[config.mk]
export PLATFORM = sky130hd
export DESIGN_NAME = cbd_ram
export DESIGN_NICKNAME = d
export VERILOG_FILES = /design/src/hdl/cbd_ram.sv
export SDC_FILE = /design/constraint.sdc
export NUM_CORES = 1
export LEC_CHECK = 0
export BUFFER_PORTS_ARGS = -buffer_cell sky130_fd_sc_hd__buf_2
export CORE_ASPECT_RATIO = 1.75
export CORE_MARGIN = 5
export CORE_UTILIZATION = 65
export DETAILED_ROUTE_END_ITERATION = 8
export PLACE_DENSITY = 0.91
export SETUP_SLACK_MARGIN = 0.4
export SLEW_MARGIN = 20
export SYNTH_ARGS = -nofsm -noshare
export SYNTH_HDL_FRONTEND = slang
export SYNTH_SLANG_ARGS = --single-unit
[constraint.sdc]
create_clock -name clk -period 3.95 [get_ports clk]
set_input_delay 0.79 -clock clk [delete_from_list [all_inputs] [get_ports clk]]
set_output_delay 0.79 -clock clk [all_outputs]
set_load 0.03 [all_outputs]
[src/hdl/cbd_ram.sv]
module cbd_ram #(
	parameter int WIDTH = 8,
	parameter int DEPTH = 64,
	localparam int AW = $clog2(DEPTH)
) (
	input  logic             clk,
	input  logic             we,
	input  logic [AW-1:0]    waddr,
	input  logic [WIDTH-1:0] wdata,
	input  logic [AW-1:0]    raddr,
	output logic [WIDTH-1:0] rdata
);

	logic [WIDTH-1:0] mem [DEPTH];

	always_ff @(posedge clk) begin
		if (we) begin
			mem[waddr] <= wdata;
		end
		rdata <= mem[raddr];
	end

endmodule

# == After elaboration in Yosys (flattened, before gate mapping) ==
# Memory sizes are Yosys's and may differ from the RTL's. A register that Yosys moved wholly into a read port is not among the register bits.
# Index checks and enable logic that the tools add are counted.
# op_classes
mux,2
# ops
operator,n
$mux 1,2
# totals
ff_bits,0
out_inout_bits,8
n_memories,1
mem_bits_rw,512
# mem_list
memory,words,word_bits,rd,rd_ports_with_merged_regs,write_ports,line_no,source
mem,64,8,1,1,1,14,logic [WIDTH-1:0] mem [DEPTH];

# == Logic depth before layout (Yosys ltp) ==
# depth
ltp_word,2
ltp_mapped,9
depth_no_buf,5

# == Least setup slack after synthesis ==
# Ideal clock, no wire load.
# synth_path
kind,input -> register
from,input raddr[1]
to,register rdata[3] (read register of mem)
t_arrival_ps,2330
path_slack_ps,1492
path_stages,7
path_cell_list,buf_4 > buf_2 > buf_2 > mux4_2 > mux4_2 > o21ai_1 > o41ai_1
# synth_rtl
item,line_no,source
from (decl),10,"input logic [AW-1:0] raddr,"
to (decl),11,output logic [WIDTH-1:0] rdata

==> impl_metrics.yaml <==
critical_path:
  critPathLaunchType: "input pin"
  cp_data_arrival_time_ns: 3.20
  r2r_start: "mem[47][1]"
  critical_path.endpoint_type: "register"
  path_max_fanout: 37
  required_ns: 4.37
  crit_path_top_delay_cell: "a221oi_1"
  criticalPathCategory: "in2reg"
  crit_chain: "buf_4, mux4_2, mux2_2, a221oi_1, o2bb2ai_1"
  cpPeakStageDelay_ns: 0.74
  crit_start: "raddr[1]"
route:
  dr_wl_met2_um: 25170
  wl_per_cell_um: 34.04
  highest_layer: "met4"
  drt_iter0_markers: 1564
  met1_length_um: 15080
  vias: 10300
  drt-total-wl_um: 48060
  firstDrtPassIters: 7
  drc: 0
  avgViaCountPerCell: 7.296
  wl_met3_um: 4671
  ant_nets: 0
logic_synthesis:
  synthSimpleGateAreaFrac_pct: 3.388
  synth-compound-area-share_pct: 2.072
  ys_seq_area_share_pct: 77.03
  synth_xor_area_share_pct: 0
  synth_top_family_by_area: "multiplexers"
  synth_cells: 940
  ys_warn_count: 0
  netlist_area_sq_mm: 0.02017
  ys_seq_elements: 520
  synthAdderAreaFrac_pct: 0
  synth_area_per_cell_sq_um: 21.45
  synth_cell_types: 40
  synth_nets: 962
  synthMuxAreaShare_pct: 15.94
timing:
  finalMaxSlewViolations: 0
  setup_viol: 0
  hold_viol_final: 0
  layout_min_cycle_time_ns: 2.783
  finalSetupTns_ns: 0
  timing.fmax_mhz: 359.3
  hold_ws_ns: 0.7388
  worst_slack_ns: 1.167
  min_period_over_period_pct: 70.46
  finClkSkew_ns: 0.02173
  rsz0062_at_grt: "no"
  worst_pin_slew_ns: 1.145
  relSlewSlack_pct: 23.67
clock_tree:
  clk_path_buf_depth: 3
  numCtsBuffers: 42
  numClockSinks: 520
  post_cts_resized: 0
  clk_latency_ns: 0.57
  postCtsHoldBufs: 0
  clk_pin_slew_ns: 0.06
  post_cts_buffers: 0
  tritoncts: "built"
  root_buffer: "clkbuf_16"
  h-tree-depth: 2
pwr:
  leakagePower_nw: 6.863
  p_per_area_mw_per_mm2: 492.4
  peakVddDrop_uv: 393.1
placed_design:
  dp_hpwl_um: 27870
  pre_cts_ws_ns: 0.6511
  port_buffers: 29
  gp_congestion: 0.8280
floorplan:
  initial_core_util_pct: 65.61
  core_area_sq_mm: 0.03074
  fp-row-count: 85
  die_h_um: 243.0
  die_area_sq_mm: 0.03479
  die_w_um: 143.2
  io_pins: 30
grt:
  grt_pass1_wl_um: 70530
  grt_max_degree: 65
  grt-ovfl-total: 0
  antenna_found_initial: 2
  grt_pass1_vias: 10510
  track_usage_pct: 28.53
cells_and_area:
  final_nets: 1009
  drive_gt1_share_pct: 25.02
  area_growth_pct: 9.511
job:
  cap_violations: 0
hold_path:
  min_from: "raddr[5]"
  hold_path_class: "in2reg"
run_status:
  status: "finished, final reports clean"
## Yosys cell counts
| master | n | area share, % |
|---|---|---|
| a21oi_1 | 3 | 0.074 |
| buf_12 | 2 | 0.20 |
| nand3_1 | 13 | 0.32 |
| buf_6 | 4 | 0.22 |
| o221ai_1 | 8 | 0.35 |
| nor4_1 | 2 | 0.062 |
| mux2_2 | 13 | 0.73 |
| dfxtp_1 | 8 | 0.79 |
| o311ai_1 | 1 | 0.043 |
| nand2_1 | 19 | 0.35 |
| buf_1 | 4 | 0.074 |
| a31oi_1 | 1 | 0.031 |
| nor2b_1 | 14 | 0.43 |
| o2111ai_1 | 3 | 0.13 |
| clkbuf_1 | 17 | 0.32 |
| a221oi_1 | 6 | 0.26 |
| o2bb2ai_1 | 3 | 0.13 |
| o21a_1 | 2 | 0.074 |
| a211oi_1 | 4 | 0.15 |
| or3_1 | 1 | 0.031 |
| nand3b_1 | 3 | 0.11 |
| buf_4 | 13 | 0.48 |
| o22ai_1 | 8 | 0.25 |
| o221a_2 | 2 | 0.11 |
| nor2_1 | 83 | 1.5 |
| and2_1 | 1 | 0.031 |
| nor3_1 | 7 | 0.17 |
| o41ai_1 | 2 | 0.087 |
| o21ai_1 | 2 | 0.050 |
| a2111oi_0 | 2 | 0.087 |
| mux2i_1 | 23 | 1.1 |
| nand4b_1 | 1 | 0.043 |
| nand2b_1 | 7 | 0.22 |
| edfxtp_1 | 512 | 76 |
| mux4_2 | 126 | 14 |
| o21ai_0 | 2 | 0.050 |
| nand4_1 | 2 | 0.062 |
| a22oi_1 | 3 | 0.11 |
| o32ai_1 | 2 | 0.087 |
| buf_2 | 11 | 0.27 |
## layout by cell type (no fill, tap or decap), types with 3 or more instances in the layout
master,Yosys,layout
clkinv_2,0,7
clkbuf_1,17,12
nor2_1,83,83
clkinv_1,0,6
o2bb2ai_1,3,3
mux4_2,126,126
clkinvlp_4,0,3
o2111ai_1,3,3
edfxtp_1,512,512
a211oi_1,4,4
bufinv_16,0,3
buf_2,11,19
o22ai_1,8,8
a21oi_1,3,3
nor3_1,7,5
nor2b_1,14,14
a22oi_1,3,3
o221ai_1,8,8
nand2_1,19,19
mux2_2,13,13
nand3_1,13,13
buf_4,13,32
a221oi_1,6,6
nand3b_1,3,3
mux2i_1,23,23
nand2b_1,7,7
clkbuf_16,0,45
dfxtp_1,8,8
## registers in the layout (all words and copies together) (netlist names)
signal	cells
mem	512
rdata	8
## power breakdown
| group | switching (W) | internal [W] |
|---|---|---|
| Sequential | 0.0000189 | 0.00610 |
| Clock | 0.00188 | 0.00228 |
| Combinational | 0.000379 | 0.000210 |
## worst paths after layout
check / endpoint / slack (ns) / cells after the start
max: rdata[2] / 1.17 / 5
min: rdata[0] / 0.74 / 3
max reg2reg: rdata[1] / 1.67 / 4
min reg2reg: rdata[4] / 0.87 / 3
## worst max-delay path, delay by kind of cell
| kind | cells | cell delay [ns] |
|---|---|---|
| muxes | 2 | 0.93 |
| AOI/OAI and AO/OA | 2 | 0.89 |
| buffers and inverters | 1 | 0.52 |
## cells by family after synthesis
family                 count (synthesis)
AOI/OAI and AO/OA                     54
buffers and inverters                 51
DFF                                  520
muxes                                162
and+or+nand+nor                      153
## stage by stage
stage / total power (W) / instance area [sq um] / utilization [%] / cells
detailed placement: 0.006810 / 20720 / 67.42 / 1334
finish: 0.01088 / 22080 / 71.85 / 1412
CTS: 0.01088 / 22060 / 71.78 / 1410
global route: 0.01117 / 22080 / 71.85 / 1411
global placement: 0.006783 / 20720 / 67.42 / 1334
floorplan: 0.006580 / 20170 / - / 940
## layer usage
layer | track usage, % | up-vias
met5 | 0 | -
met3 | 4.844 | 189
met4 | 14.30 | 0
met2 | 48.10 | 844
met1 | 35.82 | 5263
li1 | - | 4006
## area by class of cell
| type | count | area [sq um] |
|---|---|---|
| Multi-Input combinational cell | 369 | 4325 |
| Tap cell | 391 | 489.2 |
| Fill cell | 1573 | 8651 |
| Clock buffer | 57 | 1171 |
| Sequential cell | 520 | 15530 |
| Antenna cell | 2 | 5.005 |
| Timing Repair Buffer | 54 | 389.1 |
| Clock inverter | 19 | 170.2 |
No activity file was read; power rests on OpenSTA's default activity.
