### src/hdl/cbd_pkg.sv
package cbd_pkg;

	localparam int COORD_W    = 24;
	localparam int RADIUS_W   = 14;
	localparam int FACTOR_W   = 11;
	localparam int DIST_W     = 16;
	localparam int SQ_IN_W    = 2 * DIST_W;
	localparam int MAG_W      = COORD_W + 1;
	localparam int RSUM_W     = RADIUS_W + 1;
	localparam int MUL_W      = 26;
	localparam int PROD_W     = 2 * MUL_W;
	localparam int D2_W       = 50;
	localparam int FRAC_SHIFT = 20;
	localparam int ATOM_W     = 3 * COORD_W + RADIUS_W;
	localparam int IN_TDATA_W = ((ATOM_W + 7) / 8) * 8;

	localparam logic [FACTOR_W-1:0] FACTOR_RESET = 11'd1229;

	typedef enum logic [3:0] {
		ST_IDLE,
		ST_READ,
		ST_DIFF,
		ST_MX,
		ST_MY,
		ST_MZ,
		ST_MT,
		ST_MP,
		ST_CMP,
		ST_SQRT,
		ST_PUSH,
		ST_NEXT,
		ST_FIN
	} state_t;

	typedef enum logic [2:0] {
		MUL_NONE,
		MUL_DX,
		MUL_DY,
		MUL_DZ,
		MUL_T,
		MUL_P
	} mul_sel_t;

	// Magnitude of the difference of two signed coordinates.
	function automatic logic [MAG_W-1:0] abs_diff(input logic [COORD_W-1:0] a,
		input logic [COORD_W-1:0] b);
		logic [MAG_W-1:0] d;
		d = {a[COORD_W-1], a} - {b[COORD_W-1], b};
		return d[MAG_W-1] ? (~d + 1'b1) : d;
	endfunction

endpackage

### src/hdl/cbd_isqrt.sv
module cbd_isqrt (
	input  logic                          clk,
	input  logic                          arst_n,
	input  logic                          start,
	input  logic [cbd_pkg::SQ_IN_W-1:0]   operand,
	output logic [cbd_pkg::DIST_W-1:0]    root,
	output logic                          done
);

	import cbd_pkg::*;

	localparam int STEP_W = $clog2(DIST_W);

	logic [SQ_IN_W-1:0] rem_q;
	logic [SQ_IN_W-1:0] res_q;
	logic [SQ_IN_W-1:0] bit_q;
	logic [SQ_IN_W:0]   trial;
	logic [STEP_W-1:0]  step_q;
	logic               busy_q;
	logic               done_q;

	assign trial = {1'b0, res_q} + {1'b0, bit_q};
	assign root  = res_q[DIST_W-1:0];
	assign done  = done_q;

	// One result bit per cycle, two operand bits consumed per step.
	always_ff @(posedge clk or negedge arst_n) begin
		if (!arst_n) begin
			busy_q <= 1'b0;
			done_q <= 1'b0;
			step_q <= '0;
		end else begin
			done_q <= 1'b0;
			if (start) begin
				busy_q <= 1'b1;
				step_q <= '0;
			end else if (busy_q) begin
				step_q <= step_q + 1'b1;
				if (step_q == STEP_W'(DIST_W - 1)) begin
					busy_q <= 1'b0;
					done_q <= 1'b1;
				end
			end
		end
	end

	always_ff @(posedge clk) begin
		if (start) begin
			rem_q <= operand;
			res_q <= '0;
			bit_q <= SQ_IN_W'(1) << (SQ_IN_W - 2);
		end else if (busy_q) begin
			if ({1'b0, rem_q} >= trial) begin
				rem_q <= rem_q - trial[SQ_IN_W-1:0];
				res_q <= (res_q >> 1) + bit_q;
			end else begin
				res_q <= res_q >> 1;
			end
			bit_q <= bit_q >> 2;
		end
	end

endmodule

### config.mk
export PLATFORM = sky130hd
export DESIGN_NAME = cbd_isqrt
export DESIGN_NICKNAME = d
export VERILOG_FILES = /design/src/hdl/cbd_pkg.sv /design/src/hdl/cbd_isqrt.sv
export SDC_FILE = /design/constraint.sdc
export NUM_CORES = 1
export LEC_CHECK = 0
export BUFFER_PORTS_ARGS = -buffer_cell sky130_fd_sc_hd__buf_2
export CAP_MARGIN = 10
export CORE_UTILIZATION = 68
export CTS_BUF_LIST = sky130_fd_sc_hd__clkbuf_2
export CTS_CLUSTER_DIAMETER = 150
export DETAILED_ROUTE_END_ITERATION = 8
export PLACE_DENSITY = 0.94
export SYNTH_ARGS = -nofsm -noshare
export SYNTH_HDL_FRONTEND = slang
export SYNTH_SLANG_ARGS = --single-unit
### constraint.sdc
create_clock -name clk -period 9.64 [get_ports clk]
set_input_delay 0 -clock clk [delete_from_list [all_inputs] [get_ports clk]]
set_output_delay 0 -clock clk [all_outputs]
set_load 0.02 [all_outputs]
; Word-level counts from Yosys, hierarchy flattened
; Cells that the tools add are included.
[totals]
reg_bits = 86
in_bits = 35
out_inout_bits = 17
elab_cells = 27
[classes]
addsub = 4
n_lt_le_gt_ge = 1
n_eq_ne = 1
mux = 12
n_reduce_logical = 3
[op_table]
columns = op, count
row1 = $mux W32, 4
row2 = $add A32 B31 Y33, 1
row3 = $ge A32 B33 Y1, 1
row4 = $add A31 B31 Y32, 1
row5 = $sub A32 B32 Y32, 1
row6 = $mux W4, 2
row7 = $mux W1, 6
row8 = $add A4 B1 Y4 const B, 1
row9 = $eq A4 B4 Y1 const B, 1
row10 = $reduce_bool A2 Y1, 2
row11 = $reduce_and A2 Y1, 1

; Logic depth before layout (Yosys ltp)
; Gate-level depths: netlist of the first run.
[logic_depth]
word_depth = 5
ltp_mapped = 22
ltp_nobuf = 20

; Worst setup path after synthesis of the first run
; OpenSTA, ideal clock, no wires.
[synth_timing]
kind = reg-to-reg
start = reg res_q[2]
end = reg rem_q[0] (enable)
setup_ns = 0.393
t_arrival_ns = 4.834
required_ns = 9.247
path_slack_ns = 4.412
stages_incl_launch_ff = 21
n_path_buf = 1
synth_period_minus_slack_ns = 5.228
path_cell_list = dfxtp_1 -> ha_1 -> a31oi_1 -> o21bai_1 -> a31oi_1 -> o21ai_0 -> a21oi_1 -> a211oi_1 -> a21bo_2 -> a31oi_1 -> xnor2_1 -> ha_1 -> o21ai_0 -> nand2b_1 -> a21oi_1 -> nor2_1 -> a21oi_1 -> a21boi_1 -> a21oi_4 -> buf_2 -> a21o_1
[synth_between]
elab_chain_cells = 4
[synth_lines]
columns = element, line_no
row1 = from (decl), cbd_isqrt.sv:15  ; logic [SQ_IN_W-1:0] res_q;
row2 = from (signal assigned), cbd_isqrt.sv:55  ; res_q <= (res_q >> 1) + bit_q;
row3 = from (signal assigned), cbd_isqrt.sv:57  ; res_q <= res_q >> 1;
row4 = $add A32 B31 Y33, cbd_isqrt.sv:22  ; assign trial = {1'b0, res_q} + {1'b0, bit_q};
row5 = $ge A32 B33 Y1, cbd_isqrt.sv:53  ; if ({1'b0, rem_q} >= trial) begin
row6 = $reduce_bool A2 Y1 (no line), -
row7 = $reduce_and A2 Y1 (no line), -
row8 = to (signal assigned), cbd_isqrt.sv:49  ; rem_q <= operand;
row9 = to (signal assigned), cbd_isqrt.sv:54  ; rem_q <= rem_q - trial[SQ_IN_W-1:0];
row10 = to (decl), cbd_isqrt.sv:14  ; logic [SQ_IN_W-1:0] rem_q;
; No other way between the ends.
; A chain may end at the register's enable or synchronous reset.

; Worst setup path after layout of the first run
[layout_timing]
start = reg res_q[2]
end = reg rem_q[6] (enable)
; Same word-level chain as after synthesis.

==> results of run 1 <==
[cell type report]
| cell class | count | area (µm²) |
|---|---|---|
| clock buffers | 9 | 45.0 |
| clock inverters | 7 | 50.0 |
| fillers | 601 | 2090 |
| inverters | 22 | 82.6 |
| multi-input cells | 705 | 4770 |
| flip-flops and latches | 86 | 2070 |
| well taps | 136 | 170 |
| repair buffers | 130 | 1040 |
[state kept, by name, indices dropped and copies added (netlist names)]
register / flops
bit_q: 16
res_q: 32
done: 1
step_q: 4
busy_q: 1
rem_q: 32
[layout by cell type (no fill, tap or decap), types with 6 or more instances in the layout]
cell type / count
clkbuf_2: 9
o21ai_0: 61
nand2_1: 93
mux2i_1: 24
a21oi_1: 48
nand2b_1: 7
nor2_1: 97
nor2b_1: 9
o21bai_1: 13
a311oi_1: 13
or3_1: 11
a31oi_1: 33
edfxtp_1: 32
nor3_1: 11
xor2_1: 36
a211oi_1: 24
dfxtp_1: 48
a21o_1: 18
o21a_1: 6
inv_1: 22
ha_1: 67
dlygate4sd3_1: 76
buf_2: 50
xnor2_1: 35
a221oi_1: 6
nand4_1: 15
nand3_1: 12
[synth_stat cells, types with 3 or more instances]
library cell / count
nor2_1: 97
nand2_1: 93
ha_1: 67
o21ai_0: 61
a21oi_1: 48
dfxtp_1: 48
xor2_1: 36
xnor2_1: 35
a31oi_1: 33
edfxtp_1: 32
a211oi_1: 24
mux2i_1: 24
clkbuf_1: 23
inv_1: 22
a21o_1: 18
buf_4: 17
nand4_1: 15
a311oi_1: 13
o21bai_1: 13
nand3_1: 12
nor3_1: 11
or3_1: 11
nor2b_1: 9
buf_2: 7
nand2b_1: 7
a221oi_1: 6
dfrtp_1: 6
o21a_1: 6
and3_1: 5
mux2_2: 5
o31ai_1: 5
o32ai_1: 5
buf_1: 4
o211ai_1: 4
a31o_2: 3
o31a_1: 3
[through the flow]
step | total power [mW] | hold slack [ps] | setup WS (ps) | utilization
final | 2.39 | 93.2 | 3400 | 0.797
after detailed placement | 1.96 | -171 | 3770 | 0.714
after floorplan | 1.72 | -296 | 4410 | -
after CTS | 2.24 | 128 | 3700 | 0.797
after global placement | 1.91 | -174 | 4100 | 0.714
after global routing | 2.54 | 103 | 3010 | 0.797
[metal layers]
layer | up-vias | track usage | part of all wire
met5 | - | 0 | 0
met4 | 0 | 0.302 | 0.080
met3 | 174 | 0.107 | 0.089
met2 | 535 | 0.637 | 0.46
met1 | 3376 | 0.465 | 0.37
li1 | 3359 | - | -
[cells by family after synthesis]
family,count (synthesis),synth area share
adder cells (fa/ha/maj),68,0.119
multiplexers,29,0.0411
flip-flops,86,0.287
XOR/XNOR,71,0.0862
AND/OR/NAND/NOR,270,0.165
AO/OA/AOI/OAI,267,0.250
buffers and inverters,76,0.0518
[power by group]
| group | total [mW] | internal [mW] | switching, mW |
|---|---|---|---|
| sequential | 0.617 | 0.531 | 0.0864 |
| combinational | 1.59 | 0.628 | 0.960 |
| clock | 0.185 | 0.0349 | 0.150 |
[worst reg2reg max path, delay by kind of cell (launching register included)]
kind / cells / cell delay (ps)
xor gates and xnor gates: 1 / 150
buffers and inverters: 1 / 280
DFF: 1 / 450
AOI/OAI and AO/OA: 14 / 4180
adders and majority gates: 2 / 750
and+or+nand+nor: 2 / 150
[worst paths after layout]
kind                              from        end  slack, ps  cells past startpoint
min in group asynchronous       arst_n  step_q[0]        260                      3
hold / removal             operand[22]  rem_q[22]         90                      4
setup / recovery              res_q[2]   rem_q[6]       3400                     20
hold reg to reg              bit_q[28]  bit_q[26]        550                      2
max in group asynchronous       arst_n     busy_q       9160                      3
setup reg to reg              res_q[2]   rem_q[6]       3400                     20
==> summary.md, run 1 <==
| Metric | Value |
|---|---|
| Status | finished, final reports clean |
| Die Ht | roughly 110 µm |
| Inst Count DP | approximately 1000 |
| Routed WL per cell | about 19 µm |
| First DRT Iteration DRCs | 898 |
| Final TNS setup | 0 ps |
| Tcrit/Tclk final | 0.647 |
| Critical Path Start Type | flop |
| Number of flops mapped to enable cells by yosys | 32 |
| # DRC | 0 |
| Critical Path AT | ~6600 ps |
| Initial core utilization | 0.699 |
| CTS tree | built |
| Hold WC Path Type | primary input to flop |
| Synth Flop Type | dfxtp_1 |
| Cell family with most CP delay | compound AO/OA/AOI/OAI gates |
| Total Routing Usage GR | 0.402 |
| Pin count of the biggest net entering global routing | slightly below 80 |
| Max-cap violations | 0 |
| Req. time, crit path | roughly 10000 ps |
| Synth area leader | dfxtp_1 |
| Critical path's largest stage delay | between 700 and 800 ps |
| Total wire length | about 21 mm |
| First-pass GRT wire length | roughly 35 mm |
| Max-slew violation count | 0 |
| Vias in the first global route | roughly 7000 |
| Root Buffer | clkbuf_2 |
| Core Area | 10300 µm² |
| Netlist cell types | 66 |
| CP cell instances | ha_1, a31oi_1, o21bai_1, a31oi_1, o21ai_0, a21oi_1, a211oi_1, a21bo_2, a31oi_1, xnor2_1, ha_1, o21ai_0, nand2b_1, a21oi_1, nor2_1, a21oi_1, a21boi_1, a21oi_4, a21o_1, buf_4 |
| Final Cell Area | between 8000 and 9000 µm² |
| Async set-or-reset flop fraction in the synthesized netlist | 0.0698 |
| Top cells by area, synth | dfxtp_1, edfxtp_1, ha_1 |
| # Post-CTS Setup Buffers | 0 |
| Synthesis-stage register bit count | between 80 and 90 |
| Syn Nets | 970 |
| Die X | between 100 and 150 µm |
| Leakage Power | approximately 3.3 nW |
| Clock tree buffer depth | 2 |
| RSZ-0062 raised after global routing | false |
| Placement Rows | 37 |
| Rel. slew slack | 0.284 |
| Clock transition at the registers of the reported paths | between 300 and 400 ps |
| CTS sink cnt | 86 |
| Post-synth top area share | 0.133 |
| Seq/Total Area, Yosys | 0.287 |
| Achievable frequency | ~160 MHz |
| H-tree levels | 3 |
| Io pins | 52 |
| Share of cells above drive strength 1 | 0.0949 |
| CTS Buf Count | 9 |
| NumNets Final | 1057 |
| Post-Syn Area | just over 7000 µm² |
| Crit-path max FO | 32 |
| Port bufs | 51 |
| Kind of critical path | flop to flop |
| Routed Antenna Nets | 0 |
| Crit path buffers/inverters | 1 |
| Mapped Cells | approximately 870 |
| Endpoints failing setup | 0 |
| Crit. End Element | flop |
| Synth warn | 0 |
| Final HPWL DP | ~12 mm |
| TritonRoute pass-1 iters | 8 |
| Post-DP Area | between 7000 and 8000 µm² |
| PwrDens | between 200 and 300 nW/µm² |
| Fin crit period | ~6200 ps |
| GP Congestion | between 0.9 and 1 |
| GRT overflow | 0 |
| Worst-Margin Slew | about 1100 ps |
| Post-CTS Resized | 0 |
| Clk_skew | just over 80 ps |
| Vias per std cell | roughly 6.8 |
| Clk_lat worst skew | around 690 ps |
| Area Overhead vs Synth | 14.1% |
| Avg Cell Area, Syn | 8.32 µm² |
| Slowest-stage cell, CP | a21boi_1 |
| Fin cells | between 1000 and 1500 |
| N_diodes | 0 |
| Die area | 11000 µm² |
| Cts hold-fix bufs | 76 |
| Initial antenna violation count | 0 |
| Final Hold Viols | 0 |
| Via count | ~7400 |
| VDD IR max | 0.209 mV |
(Power assumes the default switching activity.)
==> inputs of run 2 (changes only) <==
--- a/config.mk
+++ b/config.mk
@@ -7,11 +7,11 @@
 export LEC_CHECK = 0
 export BUFFER_PORTS_ARGS = -buffer_cell sky130_fd_sc_hd__buf_2
 export CAP_MARGIN = 10
-export CORE_UTILIZATION = 68
+export CORE_UTILIZATION = 57
 export CTS_BUF_LIST = sky130_fd_sc_hd__clkbuf_2
 export CTS_CLUSTER_DIAMETER = 150
 export DETAILED_ROUTE_END_ITERATION = 8
-export PLACE_DENSITY = 0.94
+export PLACE_DENSITY = 0.85
 export SYNTH_ARGS = -nofsm -noshare
 export SYNTH_HDL_FRONTEND = slang
 export SYNTH_SLANG_ARGS = --single-unit
==> constraint.sdc (replaced) <==
create_clock -name clk -period 5.56 [get_ports clk]
set_input_delay 0 -clock clk [delete_from_list [all_inputs] [get_ports clk]]
set_output_delay 0 -clock clk [all_outputs]
set_load 0.02 [all_outputs]
==> run 2 against run 1 <==
  * Largest cell class unchanged
  * Register-to-register slack got worse by 3100 ps
  * Final area rose by 2.6%
  * Via count fell by 5.9%
  * Largest power group unchanged
  * Final cell count rose by 3.9%
  * Global-route usage fell by 11 points
  * Non-clock buffer count rose by 10
==> summary.md, run 2 (synthesized netlist as in run 1, its figures left out) <==
| Metric | Value |
|---|---|
| Status | finished, final reports clean (unchanged) |
| Die area | 13100 µm² (was 11000 µm²) |
| Cell family with most CP delay | compound AO/OA/AOI/OAI gates (unchanged) |
| First-pass GRT wire length | 30.5 mm (was 35.0 mm) |
| Hold Path Origin | operand[4] (was operand[22]) |
| Worst-Margin Slew | 690 ps (was 1070 ps) |
| Hold WC Path Type | primary input to flop (unchanged) |
| Routed WL per cell | 16.9 µm (was 19.4 µm) |
| Total wire length | 19.2 mm (was 21.3 mm) |
| TritonRoute pass-1 iters | 5 (was 8) |
| CP cell instances | ha_1, a31oi_1, o21bai_1, a31oi_2, o21ai_1, a31oi_1, o21bai_1, a31oi_1, xor2_1, ha_1, a21o_1, a21o_1, a221o_1, or2_1, a221o_1, a21oi_1, xor2_1, o21ai_0, dlygate4sd3_1 (was ha_1, a31oi_1, o21bai_1, a31oi_1, o21ai_0, a21oi_1, a211oi_1, a21bo_2, a31oi_1, xnor2_1, ha_1, o21ai_0, nand2b_1, a21oi_1, nor2_1, a21oi_1, a21boi_1, a21oi_4, a21o_1, buf_4) |
| VDD IR max | 0.282 mV (was 0.209 mV) |
| CTS Buf Count | 9 (unchanged) |
| Slowest-stage cell, CP | dlygate4sd3_1 (was a21boi_1) |
| Initial antenna violation count | 0 (unchanged) |
| Io pins | 52 (unchanged) |
| Clock tree buffer depth | 2 (unchanged) |
| CTS sink cnt | 86 (unchanged) |
| Clk_lat worst skew | 630 ps (was 690 ps) |
| Pin count of the biggest net entering global routing | 71 (was 77) |
| N_diodes | 0 (unchanged) |
| Kind of critical path | flop to flop (unchanged) |
| Rel. slew slack | 0.535 (was 0.284) |
| Area Overhead vs Synth | 17.1% (was 14.1%) |
| Crit path buffers/inverters | 1 (unchanged) |
| Critical path's largest stage delay | 570 ps (was 780 ps) |
| RSZ-0062 raised after global routing | false (unchanged) |
| # DRC | 0 (unchanged) |
| Die Ht | 115 µm (was 105 µm) |
| Worst setup path startpoint | res_q[2] (unchanged) |
| Most frequent cells in the layout | nor2_1, nand2_1, dlygate4sd3_1 (unchanged) |
| Most common cell after layout, fill and taps aside | nor2_1 (unchanged) |
| GRT overflow | 0 (unchanged) |
| Post-DP Area | 7450 µm² (was 7380 µm²) |
| Fill count | 933 (was 601) |
| CTS tree | built (unchanged) |
| Crit. End Element | flop (unchanged) |
| Req. time, crit path | 5990 ps (was 10020 ps) |
| Via count | 7003 (was 7444) |
| Vias per std cell | 6.15 (was 6.80) |
| Final HPWL DP | 12.3 mm (was 12.2 mm) |
| Core Area | 12200 µm² (was 10300 µm²) |
| GP Congestion | 0.920 (was 0.907) |
| Critical Path AT | 5710 ps (was 6620 ps) |
| Routed Antenna Nets | 0 (unchanged) |
| Tcrit/Tclk final | 0.950 (was 0.647) |
| Share of cells above drive strength 1 | 0.110 (was 0.0949) |
| Initial core utilization | 0.593 (was 0.699) |
| H-tree levels | 3 (unchanged) |
| First DRT Iteration DRCs | 596 (was 898) |
| Clk_skew | 34.1 ps (was 82.8 ps) |
| Fin crit period | 5280 ps (was 6240 ps) |
| PwrDens | 502 nW/µm² (was 290 nW/µm²) |
| Most used cell, CP | a31oi_1 |
| Crit-path max FO | 7 (was 32) |
| Clock transition at the registers of the reported paths | 270 ps (was 340 ps) |
| Max-cap violations | 0 (unchanged) |
| Die X | 115 µm (was 105 µm) |
| Endpoints failing setup | 0 (unchanged) |
| Vias in the first global route | 6488 (was 7142) |
| Root Buffer | clkbuf_2 (unchanged) |
| Final TNS setup | 0 ps (unchanged) |
| Critical Path Start Type | flop (unchanged) |
| Port bufs | 51 (unchanged) |
| Final Cell Area | 8450 µm² (was 8230 µm²) |
| Final Hold Viols | 0 (unchanged) |
| Total Routing Usage GR | 0.294 (was 0.402) |
| Max-slew violation count | 0 (unchanged) |
| NumNets Final | 1068 (was 1057) |
| Leakage Power | 3.43 nW (was 3.35 nW) |
| Placement Rows | 40 (was 37) |
| Achievable frequency | 189 MHz (was 160 MHz) |
| Worst R2R Start | res_q[2] (unchanged) |
| Largest registers | rem_q: 32 flops, res_q: 32 flops, bit_q: 16 flops (unchanged) |
## run 2: changes by cell type in the layout (fill, tap and decap cells not counted), sizes merged
cell         change
buf              +6
dlygate4sd3      +4
bufinv           +2
a21o             +1
clkinv           -1
clkinvlp         -1
## run 2: area by class of cell
class | instances | area [µm²] | share of cell area
Clock inverter | 7 | 97.6 | 0.0116
Tap cell | 168 | 210 | 0.0249
Timing Repair Buffer | 140 | 1130 | 0.133
Multi-Input combinational cell | 706 | 4810 | 0.569
Sequential cell | 86 | 2080 | 0.246
Inverter | 22 | 82.6 | 0.00977
Clock buffer | 9 | 45.0 | 0.00533
## run 2: final timing paths
| check | endpoint | slack (ps) | depth (start not counted) |
|---|---|---|---|
| setup / recovery | rem_q[27] | 280 | 19 |
| hold / removal | rem_q[4] | 200 | 4 |
| max in group asynchronous | busy_q | 5070 | 3 |
| hold reg to reg | res_q[0] | 560 | 2 |
| min in group asynchronous | step_q[1] | 250 | 3 |
| setup reg to reg | rem_q[27] | 280 | 19 |
## run 2: worst reg2reg max path, cell delays in order (launching register included)
cell and delay [ps]:
dfxtp_2 430, ha_1 370, a31oi_1 290, o21bai_1 150, a31oi_2 270, o21ai_1 170, a31oi_1 260, o21bai_1 130
a31oi_1 260, xor2_1 110, ha_1 250, a21o_1 200, a21o_1 170, a221o_1 350, or2_1 340, a221o_1 340
a21oi_1 180, xor2_1 160, o21ai_0 80, dlygate4sd3_1 570
## run 2: metrics by stage
stage,std cells,setup slack (ps),power [mW],util,hold WS (ps)
after global placement,1040,468,3.39,0.613,-171
after CTS,1136,176,4.04,0.690,190
after detailed placement,1040,289,3.44,0.613,-172
after global routing,1138,10.2,4.54,0.695,209
after floorplan,867,332,2.98,-,-296
final,1138,279,4.24,0.695,199
## run 2: power by group
part / leakage [nW] / switching [mW] / total (mW) / internal, mW
Combinational: 2.55 / 1.63 / 2.78 / 1.15
Sequential: 0.797 / 0.138 / 1.06 / 0.919
Clock: 0.0854 / 0.250 / 0.401 / 0.152
## run 2: routing by layer
layer / up-vias / track usage / part of all wire
li1: 3402 / - / -
met3: 58 / 0.0445 / 0.056
met1: 3289 / 0.357 / 0.43
met4: 0 / 0.148 / 0.035
met2: 254 / 0.507 / 0.48
met5: - / 0 / 0
## run 2: repair_timing
item	CTS	global route
setup buffers	0	1
gates resized for setup	0	9
setup endpoints to repair	0	66
hold endpoints to repair	45	0
hold buffers	80	0
